File: config.mk
export PLATFORM = sky130hd
export DESIGN_NAME = length_prefixed_packet_deframer
export DESIGN_NICKNAME = d
export VERILOG_FILES = /design/src/lppd_pkg.sv /design/src/lppd_parser.sv /design/src/lppd_out_buf.sv /design/src/length_prefixed_packet_deframer.sv
export SDC_FILE = /design/constraint.sdc
export NUM_CORES = 1
export LEC_CHECK = 0
export ABC_CLOCK_PERIOD_IN_PS = 5100
export BUFFER_PORTS_ARGS = -buffer_cell sky130_fd_sc_hd__buf_2
export CAP_MARGIN = 15
export CORE_UTILIZATION = 45
export CTS_CLUSTER_DIAMETER = 40
export CTS_CLUSTER_SIZE = 10
export DETAILED_ROUTE_END_ITERATION = 7
export GPL_TIMING_DRIVEN = 0
export REMOVE_ABC_BUFFERS = 1
export SLEW_MARGIN = 5
export SYNTH_ARGS = -nofsm -noshare
export SYNTH_HDL_FRONTEND = slang
export SYNTH_SLANG_ARGS = --single-unit
File: constraint.sdc
create_clock -name clk -period 5.1 [get_ports clk]
set_input_delay 0.765 -clock clk [delete_from_list [all_inputs] [get_ports clk]]
set_output_delay 0.765 -clock clk [all_outputs]
set_load 0.02 [all_outputs]
File: src/lppd_pkg.sv
// ----------------------------------------------------------------------------
// lppd_pkg
// shared types and constants for the length-prefixed packet deframer
// ----------------------------------------------------------------------------
`timescale 1ns / 1ps
`default_nettype none

package lppd_pkg;

    // header byte positions, in arrival order
    localparam logic [1:0] HDR_SIZE_LO = 2'd0;
    localparam logic [1:0] HDR_SIZE_HI = 2'd1;
    localparam logic [1:0] HDR_TYPE_LO = 2'd2;
    localparam logic [1:0] HDR_TYPE_HI = 2'd3;

    // one result word
    typedef struct packed {
        logic [7:0]  payload_byte;
        logic [15:0] packet_type;
        logic [15:0] payload_length;
        logic        first_of_packet;
        logic        last_of_packet;
        logic        empty_packet;
    } lppd_result_t;

endpackage

`default_nettype wire

File: src/lppd_parser.sv
// ----------------------------------------------------------------------------
// lppd_parser
// header capture, payload countdown and results; one byte per cycle on accept
// ----------------------------------------------------------------------------
`timescale 1ns / 1ps
`default_nettype none

module lppd_parser
    import lppd_pkg::*;
(
    input  wire logic         clk,
    input  wire logic         rst_n,
    input  wire logic         accept,
    input  wire logic [7:0]   rx_byte,
    output lppd_result_t      result,
    output logic              result_valid
);

    logic [1:0]  header_index_reg, header_index_next;
    logic        in_payload_reg, in_payload_next;
    logic [15:0] size_reg, size_next;
    logic [15:0] type_reg, type_next;
    logic [15:0] remaining_reg, remaining_next;

    logic        first;
    logic        last;

    always_comb
    begin
        header_index_next = header_index_reg;
        in_payload_next   = in_payload_reg;
        size_next         = size_reg;
        type_next         = type_reg;
        remaining_next    = remaining_reg;
        result_valid      = 1'b0;
        first             = (remaining_reg == size_reg);
        last              = (remaining_reg <= 16'd1);

        result.payload_byte    = rx_byte;
        result.first_of_packet = first;
        result.last_of_packet  = last;
        result.empty_packet    = 1'b0;

        if (accept)
        begin
            if (in_payload_reg)
            begin
                result_valid = 1'b1;
                if (last)
                begin
                    remaining_next    = 16'd0;
                    in_payload_next   = 1'b0;
                    header_index_next = HDR_SIZE_LO;
                end
                else
                begin
                    remaining_next = remaining_reg - 16'd1;
                end
            end
            else
            begin
                unique case (header_index_reg)
                    HDR_SIZE_LO: size_next = {size_reg[15:8], rx_byte};
                    HDR_SIZE_HI: size_next = {rx_byte, size_reg[7:0]};
                    HDR_TYPE_LO: type_next = {type_reg[15:8], rx_byte};
                    default:     type_next = {rx_byte, type_reg[7:0]};
                endcase

                if (header_index_reg != HDR_TYPE_HI)
                begin
                    header_index_next = header_index_reg + 2'd1;
                end
                else
                begin
                    header_index_next = HDR_SIZE_LO;
                    if (size_reg == 16'd0)
                    begin
                        // zero-length packet: a single flagged word
                        remaining_next         = 16'd0;
                        result_valid           = 1'b1;
                        result.payload_byte    = 8'd0;
                        result.first_of_packet = 1'b1;
                        result.last_of_packet  = 1'b1;
                        result.empty_packet    = 1'b1;
                    end
                    else
                    begin
                        remaining_next  = size_reg;
                        in_payload_next = 1'b1;
                    end
                end
            end
        end

        result.packet_type    = type_next;
        result.payload_length = size_next;
    end

    always_ff @(posedge clk or negedge rst_n)
    begin
        if (!rst_n)
        begin
            header_index_reg <= HDR_SIZE_LO;
            in_payload_reg   <= 1'b0;
            size_reg         <= 16'd0;
            type_reg         <= 16'd0;
            remaining_reg    <= 16'd0;
        end
        else
        begin
            header_index_reg <= header_index_next;
            in_payload_reg   <= in_payload_next;
            size_reg         <= size_next;
            type_reg         <= type_next;
            remaining_reg    <= remaining_next;
        end
    end

endmodule

`default_nettype wire

File: src/lppd_out_buf.sv
// ----------------------------------------------------------------------------
// lppd_out_buf
// output register with a skid stage, so input keeps flowing under stall
// ----------------------------------------------------------------------------
`timescale 1ns / 1ps
`default_nettype none

module lppd_out_buf
    import lppd_pkg::*;
(
    input  wire logic          clk,
    input  wire logic          rst_n,
    input  wire logic          push,
    input  lppd_result_t       push_data,
    output logic               full,
    output logic               out_valid,
    input  wire logic          out_stall,
    output lppd_result_t       out_data
);

    logic         main_valid_reg, main_valid_next;
    logic         skid_valid_reg, skid_valid_next;
    lppd_result_t main_reg, main_next;
    lppd_result_t skid_reg, skid_next;
    logic         take;

    assign take      = main_valid_reg && !out_stall;
    assign full      = skid_valid_reg;
    assign out_valid = main_valid_reg;
    assign out_data  = main_reg;

    always_comb
    begin
        main_valid_next = main_valid_reg;
        skid_valid_next = skid_valid_reg;
        main_next       = main_reg;
        skid_next       = skid_reg;

        if (skid_valid_reg)
        begin
            // no push possible while the skid word is held
            if (take)
            begin
                main_next       = skid_reg;
                skid_valid_next = 1'b0;
            end
        end
        else if (!main_valid_reg || take)
        begin
            main_valid_next = push;
            if (push)
            begin
                main_next = push_data;
            end
        end
        else if (push)
        begin
            skid_next       = push_data;
            skid_valid_next = 1'b1;
        end
    end

    always_ff @(posedge clk or negedge rst_n)
    begin
        if (!rst_n)
        begin
            main_valid_reg <= 1'b0;
            skid_valid_reg <= 1'b0;
        end
        else
        begin
            main_valid_reg <= main_valid_next;
            skid_valid_reg <= skid_valid_next;
        end
    end

    always_ff @(posedge clk)
    begin
        main_reg <= main_next;
        skid_reg <= skid_next;
    end

endmodule

`default_nettype wire

File: src/length_prefixed_packet_deframer.sv
// ----------------------------------------------------------------------------
// length_prefixed_packet_deframer
// splits a received byte stream into length-prefixed packets
// ----------------------------------------------------------------------------
// The block takes one byte per cycle whenever in_stall is low. Each
// packet opens with a four-byte header: payload size (16 bits, little-endian)
// then packet type (16 bits, little-endian). Header bytes give no output
// word; each payload byte goes out through the output register, or through
// the skid stage while the output stalls, tagged with the type, the length
// and first/last markers. A header with size zero gives one word with the
// empty, first and last flags set and a zero data byte. The per-byte rate is
// set by the header capture and 16-bit remaining-count update; an output
// register plus a one-word skid stage let input bytes keep flowing while the
// output side stalls, and in_stall rises only once both of those hold words.
// ----------------------------------------------------------------------------
`timescale 1ns / 1ps
`default_nettype none

module length_prefixed_packet_deframer
    import lppd_pkg::*;
(
    input  wire logic        clk,
    input  wire logic        rst_n,
    // received byte stream
    input  wire logic        in_valid,
    output logic             in_stall,
    input  wire logic [7:0]  rx_byte,
    // deframed payload words
    output logic             out_valid,
    input  wire logic        out_stall,
    output logic [7:0]       payload_byte,
    output logic [15:0]      packet_type,
    output logic [15:0]      payload_length,
    output logic             first_of_packet,
    output logic             last_of_packet,
    output logic             empty_packet
);

    logic         accept;
    logic         buf_full;
    logic         res_valid;
    lppd_result_t res;
    lppd_result_t out_word;

    // stall comes straight from a register, no path from out_stall
    assign in_stall = buf_full;
    assign accept   = in_valid && !buf_full;

    lppd_parser u_parser
    (
        .clk          (clk),
        .rst_n        (rst_n),
        .accept       (accept),
        .rx_byte      (rx_byte),
        .result       (res),
        .result_valid (res_valid)
    );

    lppd_out_buf u_out_buf
    (
        .clk       (clk),
        .rst_n     (rst_n),
        .push      (res_valid),
        .push_data (res),
        .full      (buf_full),
        .out_valid (out_valid),
        .out_stall (out_stall),
        .out_data  (out_word)
    );

    assign payload_byte    = out_word.payload_byte;
    assign packet_type     = out_word.packet_type;
    assign payload_length  = out_word.payload_length;
    assign first_of_packet = out_word.first_of_packet;
    assign last_of_packet  = out_word.last_of_packet;
    assign empty_packet    = out_word.empty_packet;

endmodule

`default_nettype wire

==> Word-level counts from Yosys, hierarchy flattened <==
Cells that the tools add are included.
{ "word_totals": {"ff_bits": 139, "input_bits": 12, "wordCells": 84} }
{ "classes": {"add_sub_neg": 2, "magnitude_cmp": 1, "eq_ne": 7, "muxes": 37, "n_bitwise": 2, "reduce_logical": 16} }
{ "op_table": {"columns": ["operator", "n"], "rows": [
  ["two-way mux 43 bit", 4],
  ["two-way mux 16 bit", 8],
  ["one-hot mux 16 bit (2 select lines)", 2],
  ["two-way mux 8 bit", 4],
  ["equality test 16 bit", 1],
  ["less-or-equal comparator 16 x 1 -> 1 bit, second input constant", 1],
  ["logical NOT 16 bit", 1],
  ["subtractor 16 x 1 -> 16 bit, second input constant", 1],
  ["two-way mux 1 bit", 12],
  ["two-way mux 3 bit", 4],
  ["two-way mux 2 bit", 3],
  ["inequality test 2 bit, second input constant", 3],
  ["AND reduction 2 bit", 3],
  ["AND reduction 3 bit", 2],
  ["nonzero test 2 bit", 2],
  ["logical NOT 1 bit", 3],
  ["adder 2 x 1 -> 2 bit, second input constant", 1],
  ["equality test 2 x 1 -> 1 bit, second input constant", 1],
  ["equality test 2 bit, second input constant", 1],
  ["logical AND 1 bit", 2],
  ["logical NOT 2 bit", 1],
  ["inequality test 2 x 1 -> 1 bit, second input constant", 1],
  ["NOT 1 bit", 2],
  ["OR reduction 2 bit", 1],
  ["logical OR 1 bit", 1]
]} }

==> Longest topological paths before layout <==
Gate-level depths: netlist of the first run.
{ "depth": {"word_depth": 8, "ltp_mapped": 8, "ltp_nobuf": 7} }

==> By module <==
Synthesis of the first run repeated with hierarchy kept, for this count alone.
{ "unflattened": {"cells_unflattened": 404, "hier_area_um2": 6020.8} }
{ "by_module_without_submodules": {"columns": ["mod", "n_inst", "cells_each", "area_per_inst_um2", "seq_area_each_um2"], "rows": [
  ["lppd_out_buf", 1, 146, 3315.7, 2632.5],
  ["lppd_parser", 1, 257, 2691.3, 1276.2],
  ["length_prefixed_packet_deframer", 1, 1, 13.8, 0.0]
]} }

==> Worst setup path after synthesis of the first run <==
No wires, ideal clock.
{ "synth_timing": {"kind": "input -> register", "start": "in in_valid", "end": "reg u_out_buf.main_reg (netlist bit u_out_buf.out_data[0]), enable pin", "arrival_time_ps": 3727, "slack_ps": 915, "path_stages": 6, "path_cell_list": "nor2b_1 o21ai_1 clkbuf_1 nor2_1 a21oi_1 a21oi_1"} }
{ "synth_via": {"elab_chain_len": 4} }
{ "synth_lines": {"columns": ["item", "line_no", "rtl"], "rows": [
  ["start: declaration", "length_prefixed_packet_deframer.sv:25", "input wire logic in_valid,"],
  ["logical AND 1 bit", "length_prefixed_packet_deframer.sv:47", "assign accept = in_valid && !buf_full;"],
  ["two-way mux 1 bit", "lppd_parser.sv:44", "if (accept)"],
  ["nonzero test 2 bit (no source line)", null, null],
  ["AND reduction 3 bit (no source line)", null, null],
  ["end signal: assignment", "lppd_out_buf.sv:79", "main_reg <= main_next;"],
  ["end: declaration", "lppd_out_buf.sv:23", "lppd_result_t main_reg, main_next;"]
]} }
Every way passes these cells.
A chain may end at the register's enable or synchronous reset.

==> Final worst setup path of the first run <==
{ "layout_timing": {"start": "reg u_out_buf.skid_valid_reg, in the netlist u_out_buf.full", "end": "reg u_out_buf.main_reg (netlist bit u_out_buf.out_data[22]), enable pin"} }
{ "layout_via": {"elab_chain_len": 5} }
{ "layout_lines": {"columns": ["item", "line_no", "rtl"], "rows": [
  ["start: declaration", "lppd_out_buf.sv:22", "logic skid_valid_reg, skid_valid_next;"],
  ["start signal: assignment", "lppd_out_buf.sv:73", "skid_valid_reg <= skid_valid_next;"],
  ["logical NOT 1 bit", "length_prefixed_packet_deframer.sv:47", null],
  ["logical AND 1 bit", "length_prefixed_packet_deframer.sv:47", null],
  ["two-way mux 1 bit", "lppd_parser.sv:44", null],
  ["nonzero test 2 bit (no source line)", null, null],
  ["AND reduction 3 bit (no source line) *", null, null]
]} }
Every way passes the cells marked *; elsewhere a longest branch is shown, timed or not.

==> metrics.md, run 1 <==
| Metric | Value |
|---|---|
| Req. time, crit path | `around 5200 ps` |
| Initial core utilization | `around 46%` |
| Reg clk slew, reported paths | `roughly 60 ps` |
| CTS tree | `done` |
| WL/cell | `around 20 um` |
| Depth of the most critical reg-to-reg path | `7` |
| RR Endpoint | `u_out_buf.out_data[22]` |
| Largest net degree at the start of global routing | `36` |
| Worst Hold Class | `primary input to async pin` |
| Gr ovfl total | `0` |
| Chip height | `~120 um` |
| Io pins | `between 50 and 60` |
| F_max | `approximately 340 MHz` |
| Most used DFF post-synth | `edfxtp_1` |
| Setup bufs post-CTS | `0` |
| Placed cell area | `roughly 6400 sq um` |
| Tot Pwr | `between 3 and 4 mW` |
| Placer congestion estimate | `just under 0.9` |
| Detailed placement HPWL | `8.082 mm` |
| Cells after Synth | `between 400 and 500` |
| Root buffer cell | `clkbuf_16` |
| Max clock buf depth | `2` |
| Post-synth EDFFs | `86` |
| Unique masters post-synth | `47` |
| Sink Count | `139` |
| Post-Syn Area | `between 5000 and 6000 sq um` |
| Final setup margin | `2126 ps` |
| Die W | `between 100 and 150 um` |
| Maximum fanout along the worst path | `28` |
| Core Footprint | `12720 sq um` |
| Reg-to-reg startpoint | `u_out_buf.full` |
| Placement Setup Slack | `1825 ps` |
| Crit path kind | `flip-flop to flip-flop` |
| GRT Util Overall | `approximately a fifth` |
| Worst slew pin tran | `roughly 960 ps` |
| Most common cell after layout, fill and taps aside | `edfxtp_1` |
| Post-DR vias/cell | `approximately 5.6` |
| Final cell count without fillers | `around 650` |
| Most frequent cells in the layout | `edfxtp_1 (86), buf_2 (56), dfrtp_1 (52)` |
| Final Instance Area | `around 7000 sq um` |
| Final period utilization | `approximately three fifths` |
| Port Buffer Count | `56` |
| Pleak | `around 2.8 nW` |
| Syn_area_per_cell | `between 10 and 15 sq um` |
| Initial antenna violation count | `0` |
| Fin crit period | `2974 ps` |
| Maxcap violations | `0` |
| Router iterations before antenna repair | `4` |
| Sequential share of power | `between 40% and 50%` |
| Setup Viol. Count Final | `0` |
| Yosys reg bits | `approximately 140` |
| Crit-path max cell delay | `~570 ps` |
| Die area | `~14000 sq um` |
| Internal Pwr Total | `roughly 2.6 mW` |
| Final Skew | `about 6.5 ps` |
| RSZ-0062 raised after global routing | `no` |
| CP Launch Type | `flip-flop` |
| Dpl cells | `a little over 600` |
| Switching share of total power | `between 20 and 30%` |
| Via Count | `3621` |
| Final hold violation count | `0` |
| Layout Nets | `about 480` |
| Slowest cell on the critical path | `dfrtp_2` |
| Share of cells above drive strength 1 | `29.75%` |
| Final Core Density | `54.75%` |
| Data arrival, critical path | `between 3000 and 4000 ps` |
| First-pass GRT wire length | `approximately 20 mm` |
| Starting DRT DRC Count | `about 240` |
| CP cell instances | `nor2b_1 > o21ai_1 > buf_6 > nor2_1 > a21oi_1 > a21oi_4 > buf_12` |
| Area delta synth->final | `18.12%` |
| Logic pwr share | `23.4%` |
| Row cnt | `41` |
| Sequential fraction of the synthesis area | `66.28%` |
| Status | `complete, no violations` |
| Psw | `1.089 mW` |
| FFs w/ async S/R, synth | `a little under two fifths` |
| Synth warn | `0` |
| Vias in the first global route | `between 3000 and 4000` |
| Reg2Reg Setup Slack | `~2100 ps` |
| Clock Latency Late Sink | `roughly 420 ps` |
| Relative slew slack | `35.81%` |
| Clock power frac | `around 33%` |
| Max IR drop VDD | `roughly 0.00025 V` |
| Antenna diodes | `0` |
| Remaining DRCs | `0` |
| DRT antenna net count | `0` |
| CTS H-tree lvls | `4` |
| Post-CTS Hold Fix Bufs | `0` |
| Slew Limit Fails | `0` |
| Routed Wire Length | `12.80 mm` |
| Crit. End Element | `flip-flop` |
| Cell Pwr Density | `525.7 nW/um^2` |
| Total CTS buffers | `17` |
| # resized after CTS | `0` |
## power by group through the flow
stage / Combinational (mW) / Sequential, mW / Clock [mW]
2_1_floorplan: 0.358 / 1.83 / 0
3_3_place_gp: 0.775 / 1.69 / 0
3_5_place_dp: 0.860 / 1.63 / 0
4_1_cts: 0.864 / 1.62 / 1.22
5_1_grt: 0.929 / 1.64 / 1.26
6_report: 0.855 / 1.61 / 1.19
## per-stage QoR
stage / hold slack, ps / setup TNS, ps
after floorplan: 469.4 / 0
after global placement: 500.1 / -66020
after detailed placement: 505.9 / 0
after CTS: 345.4 / 0
after global routing: 374.9 / 0
final: 347.8 / 0
## per-layer routing
metal | vias up | GRT usage [%] | wire (um)
met4 | 0 | 8.291 | 108
li1 | 1680 | - | -
met5 | - | 0 | 0
met1 | 1845 | 29.95 | 6272
met2 | 85 | 31.12 | 5938
met3 | 11 | 5.397 | 481
## worst max-delay path, delay by kind of cell, from the launching register on
family,cells,cell delay [ps]
buf+inv,2,520
compound gates,3,980
simple gates,2,560
flops,1,570
## final cells by class
type	instances	area (sq um)
Tap cell	172	215.2
Multi-Input combinational cell	236	1873
Clock inverter	8	91.34
Fill cell	1075	5757
Sequential cell	139	3910
Timing Repair Buffer	61	371.6
Clock buffer	24	481.7
Inverter	6	22.52
## worst max path at each step
stage | endpoint | slack, ps | from | cells past startpoint
finish | u_out_buf.out_data[22] | 2130 | u_out_buf.full | 7
floorplan | u_out_buf.out_data[0] | 510 | u_out_buf.full | 5
detailed placement | u_out_buf.out_data[30] | 1830 | in_valid | 8
global route | u_out_buf.out_data[22] | 1940 | u_out_buf.full | 7
CTS | u_out_buf.out_data[32] | 2080 | u_out_buf.full | 7
global placement | u_out_buf.out_data[30] | -1540 | u_out_buf.full | 5
## cells by family after synthesis
kind of cell | count (synthesis) | synth area share [%]
XOR/XNOR | 16 | 2.376
multiplexers | 42 | 8.020
adder cells (fa/ha/maj) | 6 | 1.273
buffers and inverters | 27 | 2.164
AO/OA/AOI/OAI | 84 | 11.18
flip-flops | 139 | 66.28
AND/OR/NAND/NOR | 88 | 8.699
## cell usage after synthesis (2+ instances only)
cell type	instances	area share [%]
ha_1	6	1.3
o21ai_0	10	0.85
a211o_1	2	0.30
nand3_1	4	0.34
nand3b_1	2	0.25
or3_1	4	0.42
nand2_1	9	0.57
o41ai_1	3	0.45
clkbuf_1	9	0.57
o21ai_1	3	0.25
edfxtp_1	86	44
a221o_1	9	1.5
a21oi_1	10	0.85
o211ai_1	3	0.38
and2_1	12	1.3
nor4_1	11	1.2
nor3b_1	3	0.38
a22o_1	34	5.0
nor2_1	18	1.1
or4_1	3	0.38
nand4_1	3	0.32
buf_2	9	0.76
nand2b_1	4	0.42
xor2_1	16	2.4
buf_6	2	0.38
mux2_2	42	8.0
nor3_1	7	0.59
nor3_2	2	0.34
inv_1	6	0.38
dfrtp_1	53	22
Note: power is estimated with default switching activity, not from simulation.
==> run 2, diff against run 1 <==
ABC_CLOCK_PERIOD_IN_PS = 2620   (was 5100)
PLACE_DENSITY = 0.66   (was not set)
clock period = 2.62 ns   (was 5.1 ns; I/O delays follow)
==> metrics.md, run 2 (same netlist as run 1, synthesis figures left out) <==
| Metric | Value |
|---|---|
| Fin crit period | `2433 ps` |
| CTS tree | `done` |
| Total CTS buffers | `17` |
| Maximum fanout along the worst path | `37` |
| Gr ovfl total | `0` |
| Io pins | `57` |
| Max IR drop VDD | `~0.00048 V` |
| F_max | `411.1 MHz` |
| CTS H-tree lvls | `4` |
| Vias in the first global route | `around 3400` |
| Maxcap violations | `0` |
| Reg2Reg Setup Slack | `between 150 and 200 ps` |
| Worst slew pin tran | `roughly 750 ps` |
| Die area | `13570 sq um` |
| Most frequent cells in the layout | `edfxtp_1 (86), buf_2 (56), dfrtp_1 (52)` |
| Most common cell after layout, fill and taps aside | `edfxtp_1` |
| Die W | `around 120 um` |
| Crit path kind | `flip-flop to flip-flop` |
| Final period utilization | `between 90% and 100%` |
| RR Endpoint | `u_out_buf.out_data[35]` |
| Via Count | `~3600` |
| Starting DRT DRC Count | `around 230` |
| Crit. End Element | `flip-flop` |
| First-pass GRT wire length | `around 20 mm` |
| Worst Hold Class | `primary input to async pin` |
| Antenna diodes | `0` |
| Post-CTS Hold Fix Bufs | `0` |
| RSZ-0062 raised after global routing | `no` |
| Sink Count | `139` |
| Initial core utilization | `46.35%` |
| Port Buffer Count | `56` |
| DRT antenna net count | `0` |
| GRT Util Overall | `19.77%` |
| Final hold slack | `44.89 ps` |
| Setup Viol. Count Final | `0` |
| Largest net degree at the start of global routing | `38` |
| Max clock buf depth | `2` |
| Data arrival, critical path | `about 2600 ps` |
| Depth of the most critical reg-to-reg path | `6` |
| Remaining DRCs | `0` |
| Pleak | `2.830 nW` |
| Post-DR vias/cell | `roughly 5.6` |
| Placer congestion estimate | `slightly below 0.9` |
| Dpl cells | `between 600 and 700` |
| Final hold violation count | `0` |
| Detailed placement HPWL | `between 7 and 8 mm` |
| Req. time, crit path | `about 2800 ps` |
| Final Skew | `11.41 ps` |
| Routed Wire Length | `between 10 and 15 mm` |
| Clock Latency Late Sink | `between 400 and 500 ps` |
| Area delta synth->final | `19.18%` |
| Core Footprint | `~13000 sq um` |
| Slew Limit Fails | `0` |
| Root buffer cell | `clkbuf_16` |
| Reg clk slew, reported paths | `~60 ps` |
| CP Launch Type | `flip-flop` |
| Layout Nets | `480` |
| Relative slew slack | `50.18%` |
| Status | `complete, no violations` |
| Setup TNS | `0 ps` |
| Chip height | `~120 um` |
| Initial antenna violation count | `0` |
| Share of cells above drive strength 1 | `32.84%` |
| Router iterations before antenna repair | `4` |
| Row cnt | `between 40 and 50` |
| WL/cell | `19.16 um` |
| Final cell count without fillers | `647` |
| Cell Pwr Density | `approximately 1000 nW/um^2` |
| Reg-to-reg startpoint | `u_out_buf.full` |
| Final Core Density | `between 50% and 60%` |
[run 2: through the flow]
step	setup slack [ps]	power (mW)	cell area, sq um
6_report	187.3	7.134	7028
3_3_place_gp	-3787	4.766	6287
3_5_place_dp	-551.4	4.827	6381
4_1_cts	36.32	7.186	6995
2_1_floorplan	-1968	4.252	5792
5_1_grt	27.11	7.496	7028
[run 2: critical path, stage by stage (launching register included)]
cell and delay, ps:
dfrtp_2 540, buf_12 240, nor2b_4 220, o21ai_4 180, or3_4 510, and2_1 200
mux2_2 270
[run 2: where the power goes]
group	switching [mW]	internal (mW)	leakage, nW
Sequential	0.247	2.88	1.50
Combinational	1.02	0.684	1.05
Clock	0.956	1.35	0.275
[run 2: how the worst max path moves through the flow]
stage / slack [ps] / startpoint / to / depth (start not counted)
after floorplan: -1970 / u_out_buf.full / u_out_buf.out_data[0] / 5
after global placement: -3790 / u_out_buf.full / u_out_buf.out_data[31] / 5
after detailed placement: -550 / u_out_buf.full / u_out_buf.out_data[31] / 7
after CTS: 40 / u_out_buf.full / u_parser.remaining_reg[3] / 6
after global routing: 30 / u_out_buf.full / u_out_buf.out_data[22] / 6
final: 190 / u_out_buf.full / u_out_buf.out_data[35] / 6
[run 2: area by class of cell]
| type | count | area (sq um) |
|---|---|---|
| Clock buffer | 18 | 439.2 |
| Fill cell | 1073 | 5694 |
| Sequential cell | 139 | 3910 |
| Timing Repair Buffer | 62 | 375.4 |
| Tap cell | 172 | 215.2 |
| Multi-Input combinational cell | 236 | 1929 |
| Clock inverter | 14 | 136.4 |
| Inverter | 6 | 22.52 |
[run 2: metal layers]
metal,wire length (um),part of all wire (%),up-vias,global-route usage (%)
met5,0,0,-,0
met4,204,1.6,0,8.120
met2,5701,46,102,28.76
li1,-,-,1679,-
met3,699,5.6,19,3.892
met1,5789,47,1802,29.04
[run 2: timing repair]
action | 4_1_cts | 5_1_grt
gates resized for setup | 7 | 7
endpoints found under the hold margin | 0 | 0
endpoints found under the setup margin | 142 | 73
setup buffers | 2 | 0
==> run 3, diff against run 2 <==
CORE_UTILIZATION = 35   (was 45)
PLACE_DENSITY = not set   (was 0.66)
RECOVER_POWER = 50   (was not set)
==> metrics.md, run 3 (same netlist as run 1, synthesis figures left out) <==
| Metric | Value |
|---|---|
| Status | `complete, no violations` |
| Crit. End Element | `flip-flop` |
| Clock Latency Late Sink | `~420 ps` |
| Initial core utilization | `between 30% and 40%` |
| Final period utilization | `a little over nine tenths` |
| Final hold violation count | `0` |
| Share of cells above drive strength 1 | `~23%` |
| Root buffer cell | `clkbuf_16` |
| Pleak | `between 2 and 3 nW` |
| Final Instance Area | `roughly 7200 sq um` |
| DRT antenna net count | `0` |
| Crit-path max cell delay | `480 ps` |
| CP cell instances | `buf_12 > nor2b_2 > o21ai_2 > buf_6 > or3_4 > and2_1 > mux2_2` |
| Row cnt | `47` |
| Max IR drop VDD | `around 0.00053 V` |
| Layout Nets | `484` |
| Tot Pwr | `7.481 mW` |
| F_max | `between 400 and 500 MHz` |
| Maximum fanout along the worst path | `34` |
| Data arrival, critical path | `2630 ps` |
| Relative slew slack | `about 20%` |
| Final Skew | `just over 9 ps` |
| Maxcap violations | `0` |
| Initial antenna violation count | `0` |
| Total CTS buffers | `17` |
| Die W | `between 100 and 150 um` |
| Core Footprint | `between 15000 and 20000 sq um` |
| Placed cell area | `6452 sq um` |
| Reg clk slew, reported paths | `about 60 ps` |
| Gr ovfl total | `0` |
| CP Launch Type | `flip-flop` |
| GR Util met2 | `about a quarter` |
| Cell Pwr Density | `1046 nW/um^2` |
| Via Count | `3609` |
| Sink Count | `approximately 140` |
| Area delta synth->final | `21.30%` |
| Met3 usage | `between 4 and 5%` |
| Antenna diodes | `0` |
| Most frequent cells in the layout | `edfxtp_1 (86), dfrtp_1 (52), clkbuf_1 (46)` |
| CTS H-tree lvls | `4` |
| Routed Wire Length | `roughly 13 mm` |
| Max clock buf depth | `2` |
| Grt met1 use | `~23%` |
| Crit path kind | `flip-flop to flip-flop` |
| Post-DR vias/cell | `roughly 5.2` |
| CTS tree | `done` |
| RSZ-0062 raised after global routing | `no` |
| Detailed placement HPWL | `8.697 mm` |
| Largest net degree at the start of global routing | `36` |
| Die area | `roughly 17000 sq um` |
| Remaining DRCs | `0` |
| First-pass GRT wire length | `20.92 mm` |
| Fin crit period | `approximately 2500 ps` |
| Most common cell after layout, fill and taps aside | `edfxtp_1` |
| Setup Viol. Count Final | `0` |
| Vias in the first global route | `roughly 3600` |
| Starting DRT DRC Count | `slightly below 300` |
| Setup TNS | `0 ps` |
| Worst slew pin tran | `about 1200 ps` |
| GRT Util Overall | `between 10% and 20%` |
| Req. time, crit path | `around 2800 ps` |
| Worst Hold Class | `primary input to flip-flop` |
| Port Buffer Count | `56` |
| WL/cell | `18.99 um` |
| Filler cells | `~1500` |
| Chip height | `131.8 um` |
| GRT Max-Usage Layer | `met2` |
| Router iterations before antenna repair | `4` |
| Slowest cell on the critical path | `dfrtp_4` |
| Io pins | `57` |
| Final Core Density | `between 40% and 50%` |
| Placer congestion estimate | `between 0.8 and 0.9` |
| Slew Limit Fails | `0` |
run 3: worst max-delay path: cells and delay by family (launching register included):
family                 cells  cell delay (ps)
flip-flops                 1              480
AND/OR/NAND/NOR            3              880
buffers and inverters      2              390
AO/OA/AOI/OAI              1              170
multiplexers               1              260
run 3: power by group:
| group | total (mW) | internal (mW) | switching [mW] |
|---|---|---|---|
| logic | 1.72 | 0.644 | 1.08 |
| registers | 3.10 | 2.88 | 0.215 |
| clock network | 2.67 | 1.75 | 0.915 |
run 3: final cells by class:
| class | instances | area, sq um | area share, % |
|---|---|---|---|
| flip-flops and latches | 139 | 3913 | 54.70 |
| repair buffers | 66 | 367.9 | 5.143 |
| clock inverters | 13 | 212.7 | 2.974 |
| clock buffers | 19 | 454.2 | 6.349 |
| well taps | 220 | 275.3 | 3.848 |
| inverters | 6 | 22.52 | 0.3149 |
| multi-input cells | 236 | 1908 | 26.67 |
run 3: what timing repair did:
action,in CTS,in global routing
pin swaps,0,1
gates cloned,0,0
endpoints found under the setup margin,135,84
gates resized for setup,9,1
hold buffers,1,0
setup buffers,1,3
endpoints found under the hold margin,18,0
run 3: per-layer routing:
metal  share of wire (%)  vias to the layer above
li1                    -                     1694
met5                   0                        -
met3                 4.4                        9
met1                  48                     1809
met4                0.75                        0
met2                  47                       97
run 3: through the flow:
step	setup slack (ps)	std cells	hold slack, ps
2_1_floorplan	-1968	381	97.41
3_3_place_gp	-3882	657	500.1
3_5_place_dp	-446.3	662	391.5
4_1_cts	9.325	696	249.8
5_1_grt	59.80	699	285.8
6_report	157.2	699	283.9
run 3: path summary, 6_finish.rpt:
check,start,end,slack (ps),cells past startpoint
max,u_out_buf.full,u_out_buf.out_data[42],160,7
min,out_stall,u_out_buf.full,280,3
max reg2reg,u_out_buf.full,u_out_buf.out_data[42],160,7
min reg2reg,u_parser.type_reg[10],u_parser.type_reg[10],520,1
max in group asynchronous,rst_n,u_out_buf.full,1070,3
min in group asynchronous,rst_n,u_parser.type_reg[11],740,2
